$ cat config.mk
export PLATFORM = sky130hd
export DESIGN_NAME = size_suffix_parser_flat
export DESIGN_NICKNAME = d
export VERILOG_FILES = /design/src/sv/ssp_pkg.sv /design/src/sv/ssp_if.sv /design/src/sv/size_suffix_parser.sv /design/src/sv/ssp_scanner.sv /design/src/sv/ssp_finalize.sv /design/src/flat_wrapper.sv
export SDC_FILE = /design/constraint.sdc
export NUM_CORES = 1
export LEC_CHECK = 0
export BUFFER_PORTS_ARGS = -buffer_cell sky130_fd_sc_hd__buf_2
export CORE_MARGIN = 2
export CORE_UTILIZATION = 55
export CTS_CLUSTER_DIAMETER = 150
export CTS_CLUSTER_SIZE = 16
export DETAILED_ROUTE_END_ITERATION = 8
export GPL_TIMING_DRIVEN = 0
export PLACE_DENSITY = 0.76
export RECOVER_POWER = 50
export SYNTH_ARGS = -nofsm -noshare
export SYNTH_HDL_FRONTEND = slang
export SYNTH_HIERARCHICAL = 1
export SYNTH_SLANG_ARGS = --single-unit
export TNS_END_PERCENT = 30
$ cat constraint.sdc
create_clock -name i_clk -period 3.8 [get_ports i_clk]
set_clock_uncertainty 0.1 [all_clocks]
set_input_delay 0.19 -clock i_clk [delete_from_list [all_inputs] [get_ports i_clk]]
set_output_delay 0.19 -clock i_clk [all_outputs]
set_load 0.01 [all_outputs]
$ cat src/sv/ssp_pkg.sv
`timescale 1ns / 1ps
// ----------------------------------------------------------------------------
// ssp_pkg
// Shared types, character codes and helpers for the size suffix parser.
// ----------------------------------------------------------------------------
package ssp_pkg;

    localparam int COPY_LIMIT_DEF = 32;
    localparam int POS_W          = 6;
    localparam int ACC_W          = 64;

    localparam logic [7:0] CH_TAB   = 8'd9;
    localparam logic [7:0] CH_CR    = 8'd13;
    localparam logic [7:0] CH_SPACE = 8'd32;
    localparam logic [7:0] CH_PLUS  = 8'd43;
    localparam logic [7:0] CH_MINUS = 8'd45;
    localparam logic [7:0] CH_ZERO  = 8'd48;
    localparam logic [7:0] CH_NINE  = 8'd57;
    localparam logic [7:0] CH_B     = 8'd66;
    localparam logic [7:0] CH_G     = 8'd71;
    localparam logic [7:0] CH_K     = 8'd75;
    localparam logic [7:0] CH_M     = 8'd77;

    typedef enum logic [3:0] {
        PH_SPACE  = 4'b0001,
        PH_SIGN   = 4'b0010,
        PH_DIGITS = 4'b0100,
        PH_CLOSED = 4'b1000
    } t_phase;

    typedef enum logic [1:0] {
        ST_OK        = 2'd0,
        ST_NOT_FOUND = 2'd1,
        ST_TOO_LARGE = 2'd2
    } t_status;

    typedef enum logic [1:0] {
        UNIT_B = 2'd0,
        UNIT_K = 2'd1,
        UNIT_M = 2'd2,
        UNIT_G = 2'd3
    } t_unit;

    // number summary seen by the finalize stage on the last character
    typedef struct packed {
        logic              short_path;
        logic              num_bad;
        logic              negate;
        logic [ACC_W-1:0]  acc;
    } t_scan_res;

    function automatic logic is_space(input logic [7:0] c);
        return (c == CH_SPACE) || (c >= CH_TAB && c <= CH_CR);
    endfunction

    function automatic logic is_digit(input logic [7:0] c);
        return (c >= CH_ZERO) && (c <= CH_NINE);
    endfunction

endpackage

$ cat src/sv/ssp_if.sv
`timescale 1ns / 1ps
// ----------------------------------------------------------------------------
// ssp_in_if / ssp_out_if
// Valid/ready channels for path characters in and size results out.
// ----------------------------------------------------------------------------
interface ssp_in_if;
    logic       valid;
    logic       ready;
    logic [7:0] char_code;
    logic       last;

    modport source (output valid, output char_code, output last, input ready);
    modport sink   (input valid, input char_code, input last, output ready);
endinterface

interface ssp_out_if;
    logic        valid;
    logic        ready;
    logic [63:0] size_bytes;
    logic [1:0]  status;

    modport source (output valid, output size_bytes, output status, input ready);
    modport sink   (input valid, input size_bytes, input status, output ready);
endinterface

$ cat src/sv/size_suffix_parser.sv
`timescale 1ns / 1ps
// ----------------------------------------------------------------------------
// size_suffix_parser
// Parses a path such as /512K one character per request into a byte size.
// ----------------------------------------------------------------------------
// Throughput: one character per cycle while the result output is not stalled, no gaps between paths.
// Pipeline: the result is registered after the last character is taken, passing through
//          the input register, scan/sign stage and scaling into the result register.
// Reset: synchronous active-low i_rst_n empties the pipeline and returns the
//        scanner to the start of a path.
module size_suffix_parser
    import ssp_pkg::*;
#(
    parameter int COPY_LIMIT = COPY_LIMIT_DEF
) (
    input  logic      i_clk,
    input  logic      i_rst_n,
    ssp_in_if.sink    i_in,
    ssp_out_if.source o_out
);

    logic       r_s1_valid;
    logic [7:0] r_s1_char;
    logic       r_s1_last;
    logic       adv;
    t_scan_res  scan_res;

    assign i_in.ready = adv;

    always_ff @(posedge i_clk) begin
        if (!i_rst_n) begin
            r_s1_valid <= 1'b0;
        end else if (adv) begin
            r_s1_valid <= i_in.valid;
        end
    end

    always_ff @(posedge i_clk) begin
        if (adv && i_in.valid) begin
            r_s1_char <= i_in.char_code;
            r_s1_last <= i_in.last;
        end
    end

    ssp_scanner #(
        .COPY_LIMIT (COPY_LIMIT)
    ) u_scanner (
        .i_clk   (i_clk),
        .i_rst_n (i_rst_n),
        .i_en    (adv && r_s1_valid),
        .i_char  (r_s1_char),
        .i_last  (r_s1_last),
        .o_res   (scan_res)
    );

    ssp_finalize u_finalize (
        .i_clk       (i_clk),
        .i_rst_n     (i_rst_n),
        .i_take      (r_s1_valid && r_s1_last),
        .i_unit_char (r_s1_char),
        .i_res       (scan_res),
        .o_adv       (adv),
        .o_out       (o_out)
    );

endmodule

$ cat src/sv/ssp_scanner.sv
`timescale 1ns / 1ps
// ----------------------------------------------------------------------------
// ssp_scanner
// Per-character decimal scan state: whitespace, sign, digits, window close.
// ----------------------------------------------------------------------------
module ssp_scanner
    import ssp_pkg::*;
#(
    parameter int COPY_LIMIT = COPY_LIMIT_DEF
) (
    input  logic       i_clk,
    input  logic       i_rst_n,
    input  logic       i_en,
    input  logic [7:0] i_char,
    input  logic       i_last,
    output t_scan_res  o_res
);

    localparam logic [POS_W-1:0] WIN_END = POS_W'(COPY_LIMIT - 2);
    localparam logic [POS_W-1:0] POS_MAX = '1;

    logic [POS_W-1:0] r_pos, n_pos;
    t_phase           r_phase, n_phase;
    logic [ACC_W-1:0] r_acc, n_acc;
    logic             r_ovf, n_ovf;
    logic             r_neg, n_neg;
    logic             r_mal, n_mal;

    logic [3:0]       digit;
    logic [ACC_W+3:0] prod;
    logic             in_window;

    assign digit     = 4'(i_char - CH_ZERO);
    assign prod      = {1'b0, r_acc, 3'b000} + {3'b000, r_acc, 1'b0} + {64'd0, digit};
    assign in_window = (r_pos != '0) && (r_pos <= WIN_END);

    always_comb begin
        n_pos   = r_pos;
        n_phase = r_phase;
        n_acc   = r_acc;
        n_ovf   = r_ovf;
        n_neg   = r_neg;
        n_mal   = r_mal;
        if (i_en) begin
            if (i_last) begin
                n_pos   = '0;
                n_phase = PH_SPACE;
                n_acc   = '0;
                n_ovf   = 1'b0;
                n_neg   = 1'b0;
                n_mal   = 1'b0;
            end else begin
                if (in_window) begin
                    unique case (r_phase)
                        PH_SPACE: begin
                            if (is_space(i_char)) begin
                                n_phase = PH_SPACE;
                            end else if (i_char == CH_PLUS) begin
                                n_phase = PH_SIGN;
                            end else if (i_char == CH_MINUS) begin
                                n_phase = PH_SIGN;
                                n_neg   = 1'b1;
                                if (r_pos == POS_W'(1)) n_mal = 1'b1;
                            end else if (is_digit(i_char)) begin
                                n_acc   = {60'd0, digit};
                                n_phase = PH_DIGITS;
                            end else begin
                                n_mal   = 1'b1;
                                n_phase = PH_CLOSED;
                            end
                        end
                        PH_SIGN: begin
                            if (is_digit(i_char)) begin
                                n_acc   = {60'd0, digit};
                                n_phase = PH_DIGITS;
                            end else begin
                                n_mal   = 1'b1;
                                n_phase = PH_CLOSED;
                            end
                        end
                        PH_DIGITS: begin
                            if (is_digit(i_char)) begin
                                n_acc = prod[ACC_W-1:0];
                                if (prod[ACC_W+3:ACC_W] != '0) n_ovf = 1'b1;
                            end else begin
                                n_mal   = 1'b1;
                                n_phase = PH_CLOSED;
                            end
                        end
                        PH_CLOSED: n_phase = PH_CLOSED;
                        default:   n_phase = PH_CLOSED;
                    endcase
                    if (r_pos == WIN_END) begin
                        if (n_phase == PH_SPACE || n_phase == PH_SIGN) n_mal = 1'b1;
                        n_phase = PH_CLOSED;
                    end
                end
                if (r_pos != POS_MAX) n_pos = r_pos + POS_W'(1);
            end
        end
    end

    always_ff @(posedge i_clk) begin
        if (!i_rst_n) begin
            r_pos   <= '0;
            r_phase <= PH_SPACE;
            r_acc   <= '0;
            r_ovf   <= 1'b0;
            r_neg   <= 1'b0;
            r_mal   <= 1'b0;
        end else begin
            r_pos   <= n_pos;
            r_phase <= n_phase;
            r_acc   <= n_acc;
            r_ovf   <= n_ovf;
            r_neg   <= n_neg;
            r_mal   <= n_mal;
        end
    end

    always_comb begin
        o_res.short_path = (r_pos < POS_W'(2));
        o_res.num_bad    = r_mal || r_ovf || (r_phase == PH_SPACE) || (r_phase == PH_SIGN);
        o_res.negate     = r_neg;
        o_res.acc        = r_acc;
    end

    a_last_clears: assert property (@(posedge i_clk) disable iff (!i_rst_n)
        (i_en && i_last) |=> (r_pos == '0 && r_phase == PH_SPACE && !r_mal && !r_ovf))
        else $error("scan state not cleared after last character");

    a_closed_holds_acc: assert property (@(posedge i_clk) disable iff (!i_rst_n)
        (r_phase == PH_CLOSED && !(i_en && i_last)) |=> $stable(r_acc))
        else $error("accumulator moved after number window closed");

endmodule

$ cat src/sv/ssp_finalize.sv
`timescale 1ns / 1ps
// ----------------------------------------------------------------------------
// ssp_finalize
// Sign fix and unit decode, then unit scaling into the result register.
// ----------------------------------------------------------------------------
module ssp_finalize
    import ssp_pkg::*;
(
    input  logic             i_clk,
    input  logic             i_rst_n,
    input  logic             i_take,
    input  logic [7:0]       i_unit_char,
    input  t_scan_res        i_res,
    output logic             o_adv,
    ssp_out_if.source        o_out
);

    logic             r_s2_valid;
    logic             r_s2_bad;
    t_unit            r_s2_unit;
    logic [ACC_W-1:0] r_s2_v;

    logic             r_out_valid;
    t_status          r_out_status;
    logic [ACC_W-1:0] r_out_size;

    t_unit            unit;
    logic             unit_bad;
    logic             over;
    logic [ACC_W-1:0] scaled;
    t_status          n_status;
    logic [ACC_W-1:0] n_size;

    assign o_adv = !r_out_valid || o_out.ready;

    always_comb begin
        unit     = UNIT_B;
        unit_bad = 1'b0;
        unique case (i_unit_char)
            CH_B:    unit = UNIT_B;
            CH_K:    unit = UNIT_K;
            CH_M:    unit = UNIT_M;
            CH_G:    unit = UNIT_G;
            default: unit_bad = 1'b1;
        endcase
    end

    always_ff @(posedge i_clk) begin
        if (!i_rst_n) begin
            r_s2_valid <= 1'b0;
        end else if (o_adv) begin
            r_s2_valid <= i_take;
        end
    end

    always_ff @(posedge i_clk) begin
        if (o_adv && i_take) begin
            r_s2_bad  <= i_res.short_path || i_res.num_bad || unit_bad;
            r_s2_unit <= unit;
            r_s2_v    <= i_res.negate ? (ACC_W'(0) - i_res.acc) : i_res.acc;
        end
    end

    always_comb begin
        unique case (r_s2_unit)
            UNIT_B: begin
                over   = 1'b0;
                scaled = r_s2_v;
            end
            UNIT_K: begin
                over   = |r_s2_v[63:54];
                scaled = {r_s2_v[53:0], 10'd0};
            end
            UNIT_M: begin
                over   = |r_s2_v[63:44];
                scaled = {r_s2_v[43:0], 20'd0};
            end
            UNIT_G: begin
                over   = |r_s2_v[63:34];
                scaled = {r_s2_v[33:0], 30'd0};
            end
            default: begin
                over   = 1'b0;
                scaled = r_s2_v;
            end
        endcase
    end

    always_comb begin
        priority if (r_s2_bad) begin
            n_status = ST_NOT_FOUND;
            n_size   = '0;
        end else if (over) begin
            n_status = ST_TOO_LARGE;
            n_size   = '0;
        end else begin
            n_status = ST_OK;
            n_size   = scaled;
        end
    end

    always_ff @(posedge i_clk) begin
        if (!i_rst_n) begin
            r_out_valid <= 1'b0;
        end else if (o_adv) begin
            r_out_valid <= r_s2_valid;
        end
    end

    always_ff @(posedge i_clk) begin
        if (o_adv && r_s2_valid) begin
            r_out_status <= n_status;
            r_out_size   <= n_size;
        end
    end

    assign o_out.valid      = r_out_valid;
    assign o_out.status     = r_out_status;
    assign o_out.size_bytes = r_out_size;

    a_err_zero_size: assert property (@(posedge i_clk) disable iff (!i_rst_n)
        (r_out_valid && r_out_status != ST_OK) |-> (r_out_size == '0))
        else $error("nonzero size with error status");

    a_out_from_s2: assert property (@(posedge i_clk) disable iff (!i_rst_n)
        $rose(r_out_valid) |-> $past(r_s2_valid))
        else $error("result appeared without a stage 2 request");

    a_bad_not_found: assert property (@(posedge i_clk) disable iff (!i_rst_n)
        (o_adv && r_s2_valid && r_s2_bad) |=> (r_out_status == ST_NOT_FOUND))
        else $error("rejected path did not report not-found");

endmodule
$ cat src/flat_wrapper.sv
// flat-port wrapper written by rule: the top's interface ports become plain ports
module size_suffix_parser_flat import ssp_pkg::*;
#(
    parameter int COPY_LIMIT = COPY_LIMIT_DEF
)
  (i_clk, i_rst_n, i_in_valid, i_in_char_code, i_in_last, i_in_ready, o_out_valid, o_out_size_bytes, o_out_status, o_out_ready);
  ssp_in_if i_in_i ();
  ssp_out_if o_out_i ();
  input  logic i_clk;
  input  logic i_rst_n;
  input wire logic [$bits(i_in_i.valid)-1:0] i_in_valid;
  input wire logic [$bits(i_in_i.char_code)-1:0] i_in_char_code;
  input wire logic [$bits(i_in_i.last)-1:0] i_in_last;
  output wire logic [$bits(i_in_i.ready)-1:0] i_in_ready;
  output wire logic [$bits(o_out_i.valid)-1:0] o_out_valid;
  output wire logic [$bits(o_out_i.size_bytes)-1:0] o_out_size_bytes;
  output wire logic [$bits(o_out_i.status)-1:0] o_out_status;
  input wire logic [$bits(o_out_i.ready)-1:0] o_out_ready;
  assign i_in_i.valid = i_in_valid;
  assign i_in_i.char_code = i_in_char_code;
  assign i_in_i.last = i_in_last;
  assign i_in_ready = i_in_i.ready;
  assign o_out_valid = o_out_i.valid;
  assign o_out_size_bytes = o_out_i.size_bytes;
  assign o_out_status = o_out_i.status;
  assign o_out_i.ready = o_out_ready;
  size_suffix_parser #(.COPY_LIMIT(COPY_LIMIT)) u_core (.i_clk(i_clk), .i_rst_n(i_rst_n), .i_in(i_in_i), .o_out(o_out_i));
endmodule
==> results of run 1 <==
-- worst reg2reg max path, cell delays in order, from the launching register on --
cell      delay (ns)
dfxtp_4         0.34
inv_1           0.05
fa_1            0.55
inv_2           0.06
fa_2            0.39
a211oi_4        0.26
o21bai_1        0.12
a311o_1         0.41
a211oi_4        0.37
a21oi_2         0.13
a21oi_4         0.20
nand2_2         0.13
a31oi_1         0.20
xnor2_1         0.10
a311oi_1        0.24
a31oi_1         0.12
-- metal layers --
metal	vias up	wire [um]
li1	6120	-
met3	93	2340
met1	5784	17200
met2	473	17700
met4	0	1390
met5	-	0
-- cells in the final DEF, fill, tap and decap left out, types with 34 or more instances in the layout --
cell type	count
o21ai_0	94
a211oi_1	47
a21oi_1	87
edfxtp_1	142
xnor2_1	95
nand2_1	107
nor2b_1	67
clkbuf_1	147
a22oi_1	35
xor2_1	34
mux2i_1	34
a21o_1	35
ha_1	131
dfxtp_1	66
nor2_1	133
-- layout make-up --
class                      instances  area (um^2)  share of cell area (%)
timing repair buffer             117          609                    3.63
tap                              341          427                    2.54
multi-input combinational       1236         8950                    53.4
sequential                       222         5890                    35.1
buffer                            82          322                    1.92
clock buffer                      29          480                    2.87
inverter                          23         86.3                   0.515
-- state kept, by name (all words and copies together), names as in the netlist, 2 cells and up --
| name | flops |
|---|---|
| u_core/u_finalize/o_out.size_bytes | 64 |
| u_core/r_s1_char | 8 |
| u_core/u_scanner/r_acc | 64 |
| u_core/u_scanner/r_phase | 4 |
| u_core/u_scanner/r_pos | 6 |
| u_core/u_finalize/r_s2_unit | 2 |
| u_core/u_finalize/r_s2_v | 64 |
| u_core/u_finalize/o_out.status | 2 |
-- power groups by stage --
stage	clock, uW	combinational, uW	sequential, uW
detailed placement	0	238	2690
finish	1660	251	2640
global placement	0	230	2700
global route	1780	273	2640
CTS	1700	254	2630
floorplan	0	154	2690
-- stage by stage --
step	cell area [um^2]	setup slack, ns	hold slack [ns]	total power, uW
final	16800	-0.102	0.0836	4540
after global routing	16800	-0.227	0.168	4690
after CTS	16800	0.00142	0.0741	4580
after detailed placement	15900	-0.910	0.268	2930
after global placement	15900	-0.857	0.266	2930
after floorplan	15100	0.000804	0.189	2840
-- worst max-delay path by stage --
stage                             end  slack (ns)
4_1_cts        u_core/u_scanner/r_ovf       0.001
3_3_place_gp   u_core/u_scanner/r_ovf       -0.86
3_5_place_dp   u_core/u_scanner/r_ovf       -0.91
5_1_grt        u_core/u_scanner/r_ovf       -0.23
2_1_floorplan  u_core/u_scanner/r_ovf      0.0008
6_report       u_core/u_scanner/r_ovf       -0.10
-- cell families after synthesis --
| kind of cell | Yosys count | share of synthesized area (%) |
|---|---|---|
| xor+xnor | 129 | 7.52 |
| flops | 222 | 39.1 |
| mux | 48 | 3.62 |
| compound gates | 433 | 19.1 |
| simple gates | 492 | 16.7 |
| buf+inv | 106 | 2.73 |
| fa+ha+maj | 134 | 11.3 |
-- timing repair --
| action | 4_1_cts | 5_1_grt |
|---|---|---|
| hold buffers | 10 | 0 |
| endpoints found under the setup margin | 26 | 38 |
| setup buffers | 24 | 1 |
| resized for setup | 31 | 22 |
| pin swaps | 24 | 3 |
| hold endpoints to repair | 12 | 0 |
==> results.py, run 1 <==
metrics = {
    "global_route": {
        "met1_usage_pct": 37.1,
        "first_global_vias": 11800,
        "grt_util_met2_pct": 44.2,
        "grt_pass1_wl_um": 61800,
        "grt.busiest_layer": "met2",
        "antenna_found_initial": 0,
        "met3_usage_pct": 2.31,
        "overflow": 0,
        "grt_max_degree": 47,
        "track_usage_pct": 26.8,
    },
    "drt": {
        "dr.pass1.iters": 5,
        "via_per_inst": 6.08,
        "drc": 0,
        "antenna_left": 0,
        "first_iter_violations": 975,
        "routed_wl_um": 38700,
        "wl_per_cell_um": 18.9,
        "vias": 12500,
    },
    "timing": {
        "slew_headroom_pct": -2.04,
        "drv_slew": 23,
        "worst_slew_pin_slew_ns": 1.53,
        "fin_crit_sh_pct": 103,
        "worst_slack_ns": -0.102,
        "setup_violations": 5,
        "rsz0062_at_grt": "yes",
        "finalCriticalPeriod_ns": 3.90,
        "setup_tns_ns": -0.256,
        "fmax_mhz": 256,
        "hold_violations": 0,
    },
    "final_layout": {
        "fill_cells": 2282,
        "fin_nets": 1846,
        "antennaDiodeCount": 0,
        "layout-drive-gt1-share_pct": 8.89,
        "area_delta_synth_final_pct": 11.6,
        "final_cells": 2050,
        "fin_util_pct": 62.4,
    },
    "worst_hold_path": {
        "whs_path_depth": 3,
        "hp-class": "input port to flop",
        "worstHoldStart": "o_out_ready",
        "holdPathEnd": "u_core/u_finalize/o_out.valid",
    },
    "synth": {
        "ys_ff_latch": 222,
        "postSynthCellCount": 1564,
        "synth_ff_type": "edfxtp_1",
        "synth-seq-area-share_pct": 39.1,
        "synthTopCellsByCount": "edfxtp_1 (142), nor2_1 (133), ha_1 (132)",
        "synth_edf_count": 142,
        "synth_nets": 1711,
        "synth_most_common_cell": "edfxtp_1",
        "synth_area_leaders": "edfxtp_1 (28%), ha_1 (11%), dfxtp_1 (11%), xnor2_1 (5.5%), nor2_1 (3.3%)",
        "synth_area_um2": 15000,
        "synth_top_area_share_pct": 28.4,
        "ys_async_sr_fraction_pct": 0,
        "synth.distinct_cells": 79,
        "netlist.top_cell.by_area": "edfxtp_1",
        "synth.avg_cell_area_um2": 9.60,
        "yosysWarnings": 6,
    },
    "worst_setup_path": {
        "start_kind": "flop",
        "cp.buffers_inverters": 2,
        "required_ns": 4.05,
        "path_class": "flop to flop",
        "crit_arrival_ns": 4.16,
        "crit_cells": 15,
        "r2r-end": "u_core/u_scanner/r_ovf",
        "reg2reg_depth": 15,
        "cp_slowest_cell": "fa_1",
        "worst-path-max-fanout": 4,
        "critPathLaunch": "u_core/u_scanner/r_acc[2]",
        "critical_path.max_stage_delay_ns": 0.55,
        "timing.rr.start": "u_core/u_scanner/r_acc[2]",
        "endpoint_kind": "flop",
        "cp_top_family": "compound AO/OA/AOI/OAI gates",
        "crit_chain": "inv_1 -> fa_1 -> inv_2 -> fa_2 -> a211oi_4 -> o21bai_1 -> a311o_1 -> a211oi_4 -> a21oi_2 -> a21oi_4 -> nand2_2 -> a31oi_1 -> xnor2_1 -> a311oi_1 -> a31oi_1",
        "rrSetupSlack_ns": -0.10,
    },
    "cts": {
        "insertion_delay_ns": 0.48,
        "cts-root-buf": "clkbuf_16",
        "tritoncts": "built",
        "clkTransAtPathRegs_ns": 0.09,
        "cts_sinks": 222,
        "htreeDepth": 1,
        "numCtsBuffers": 17,
        "clockBufferDepth": 3,
    },
    "floorplanning": {
        "dieWidth_um": 169,
        "boundaryPins": 81,
        "die_y_um": 169,
        "dieArea_um2": 28600,
        "core_area_um2": 26900,
        "rows": 60,
        "start_util_pct": 55.9,
    },
    "power_and_ir_drop": {
        "power_density_nw_per_um2": 271,
        "leakagePower_uw": 0.00672,
        "switching_share_pct": 21.9,
        "power.switching_uw": 997,
        "p_comb_share_pct": 5.5,
        "power_frac_seq_pct": 58.1,
        "p_clk_share_pct": 36.4,
        "vdd_ir_drop_max_uv": 232,
        "p_int_uw": 3550,
    },
    "status": {
        "violations": "capacitance limit, slew limit, setup timing",
        "status": "finished, violations left",
    },
    "place": {
        "dp_cells": 1987,
        "io_buffers": 80,
        "dp.final_hpwl_um": 29800,
        "gp_congestion": 0.973,
    },
    "flow_run": {
        "cap_viol_max_count": 1,
    },
}
Power figures use the tool's default switching activity.
==> inputs of run 2 (changes only) <==
- CORE_MARGIN: 2 -> 10
- HOLD_SLACK_MARGIN: default -> 0.06
==> run 2 against run 1 <==
The run ends with setup timing left. Setup slack gained 0.019 ns. Largest power group unchanged. Core utilization grew 0.12 points. Critical endpoint is now u_core/u_scanner/r_acc[60]. Highest routed layer is now met5. First-iteration DRC count grew 13%. Total power grew 0.39%.
==> results.py, run 2 (synthesis results as in run 1) <==
metrics = {
    "floorplanning": {
        "die_y_um": 185,
        "core_area_um2": 27000,
        "dieWidth_um": 185,
        "dieArea_um2": 34300,
        "start_util_pct": 55.7,
        "boundaryPins": 81,
        "rows": 60,
    },
    "global_route": {
        "track_usage_pct": 22.7,
        "overflow": 0,
        "first_global_vias": 12100,
        "grt_pass1_wl_um": 63200,
        "grt_max_degree": 48,
        "antenna_found_initial": 1,
    },
    "cts": {
        "cts-root-buf": "clkbuf_16",
        "tritoncts": "built",
        "cts_sinks": 222,
        "clkTransAtPathRegs_ns": 0.07,
        "htreeDepth": 1,
        "numCtsBuffers": 17,
        "clockBufferDepth": 3,
        "insertion_delay_ns": 0.49,
    },
    "drt": {
        "via_per_inst": 6.17,
        "drc": 0,
        "routed_wl_um": 40300,
        "antenna_left": 0,
        "first_iter_violations": 1103,
        "dr.pass1.iters": 8,
        "wl_per_cell_um": 19.6,
        "vias": 12700,
    },
    "timing": {
        "drv_slew": 0,
        "worst_slack_ns": -0.0836,
        "finalCriticalPeriod_ns": 3.88,
        "fmax_mhz": 257,
        "fin_crit_sh_pct": 102,
        "hold_violations": 0,
        "setup_violations": 8,
        "slew_headroom_pct": 2.20,
        "worst_slew_pin_slew_ns": 1.47,
        "rsz0062_at_grt": "yes",
    },
    "final_layout": {
        "antennaDiodeCount": 0,
        "fin_util_pct": 62.5,
        "layout-drive-gt1-share_pct": 9.92,
        "final_cell_mix": "clkbuf_1 (146), edfxtp_1 (142), nor2_1 (133), ha_1 (129), nand2_1 (107)",
        "final_common_cell": "clkbuf_1",
        "fin_nets": 1850,
        "fill_cells": 2261,
        "area_delta_synth_final_pct": 12.2,
    },
    "worst_setup_path": {
        "cp_top_family": "compound AO/OA/AOI/OAI gates",
        "required_ns": 4.05,
        "crit_chain": "inv_2 -> fa_1 -> inv_2 -> fa_2 -> a211oi_4 -> o21bai_1 -> a311o_1 -> a211oi_4 -> a21oi_2 -> a21oi_2 -> a21oi_2 -> nor3_2 -> a31oi_1 -> xnor2_1 -> o21ai_1",
        "cp.buffers_inverters": 2,
        "cp_common_cell": "a21oi_2",
        "critical_path.max_stage_delay_ns": 0.50,
        "worst-path-max-fanout": 3,
        "start_kind": "flop",
        "crit_arrival_ns": 4.13,
        "endpoint_kind": "flop",
        "cp_slowest_cell": "fa_1",
        "path_class": "flop to flop",
    },
    "place": {
        "preCtsSetupSlack_ns": -0.815,
        "gp_congestion": 0.988,
        "dp.final_hpwl_um": 31100,
        "io_buffers": 80,
    },
    "power_and_ir_drop": {
        "vdd_ir_drop_max_uv": 225,
        "power_density_nw_per_um2": 271,
        "leakagePower_uw": 0.00673,
    },
    "status": {
        "status": "finished, violations left",
        "violations": "setup timing",
    },
    "flow_run": {
        "cap_viol_max_count": 0,
    },
    "worst_hold_path": {
        "hp-class": "input port to flop",
    },
}
[run 2: cell count changes in the layout (fill, tap and decap cells not counted), sizes merged]
cell	before	now
buf	47	51
clkbuf	171	170
dlygate4sd3	10	11
[run 2: cell type report]
class                           count  area, um^2  share of cell area [%]
Buffer                             79         310                    1.84
Sequential cell                   222        5900                    35.0
Timing Repair Buffer              124         664                    3.94
Tap cell                          341         427                    2.53
Multi-Input combinational cell   1236        8980                    53.3
Clock buffer                       29         480                    2.85
Inverter                           23        86.3                   0.512
[run 2: metrics by stage]
| stage | power [uW] | hold WS (ns) | cell area, um^2 | instances | setup TNS [ns] |
|---|---|---|---|---|---|
| final | 4560 | 0.308 | 16800 | 2054 | -0.412 |
| after global routing | 4710 | 0.315 | 16800 | 2054 | -1.57 |
| after CTS | 4590 | 0.181 | 16700 | 2042 | 0 |
| after detailed placement | 2940 | 0.269 | 15900 | 1987 | -8.47 |
| after global placement | 2930 | 0.268 | 15900 | 1985 | -7.75 |
| after floorplan | 2840 | 0.189 | 15100 | 1564 | 0 |
[run 2: worst paths after layout]
kind,start,end,slack [ns],depth (start not counted)
worst max register to register,u_core/r_s1_char[3],u_core/u_scanner/r_acc[60],-0.08,15
worst min register to register,u_core/u_scanner/r_neg,u_core/u_scanner/r_neg,0.38,2
worst max-delay path,u_core/r_s1_char[3],u_core/u_scanner/r_acc[60],-0.08,15
worst min-delay path,i_in_valid,u_core/r_s1_last,0.31,2
[run 2: worst reg2reg max path: cells and delay by family, from the launching register on]
kind	cells	cell delay [ns]
AO/OA/AOI/OAI	9	1.82
adder cells (fa/ha/maj)	2	0.87
flip-flops	1	0.39
XOR/XNOR	1	0.27
AND/OR/NAND/NOR	1	0.16
buffers and inverters	2	0.13
[run 2: power breakdown]
part           switching [uW]  internal (uW)
registers                40.8           2600
logic                     167           91.4
clock network             805            860
total                    1010           3550
[run 2: layer usage]
layer  vias to the layer above  share of wire, %  routed length [um]  GRT usage [%]
li1                       6123                 -                   -              -
met2                       525                46               18700           37.7
met1                      5929                44               17600           29.4
met4                         2               3.1                1270           8.49
met3                        94               6.7                2680           2.90
met5                         -             0.032                  13              0
[run 2: timing repair]
action,in CTS,in global routing
gates resized for setup,28,48
setup endpoints to repair,24,42
hold endpoints to repair,12,0
pin swaps,26,25
setup buffers,15,16
hold buffers,11,0
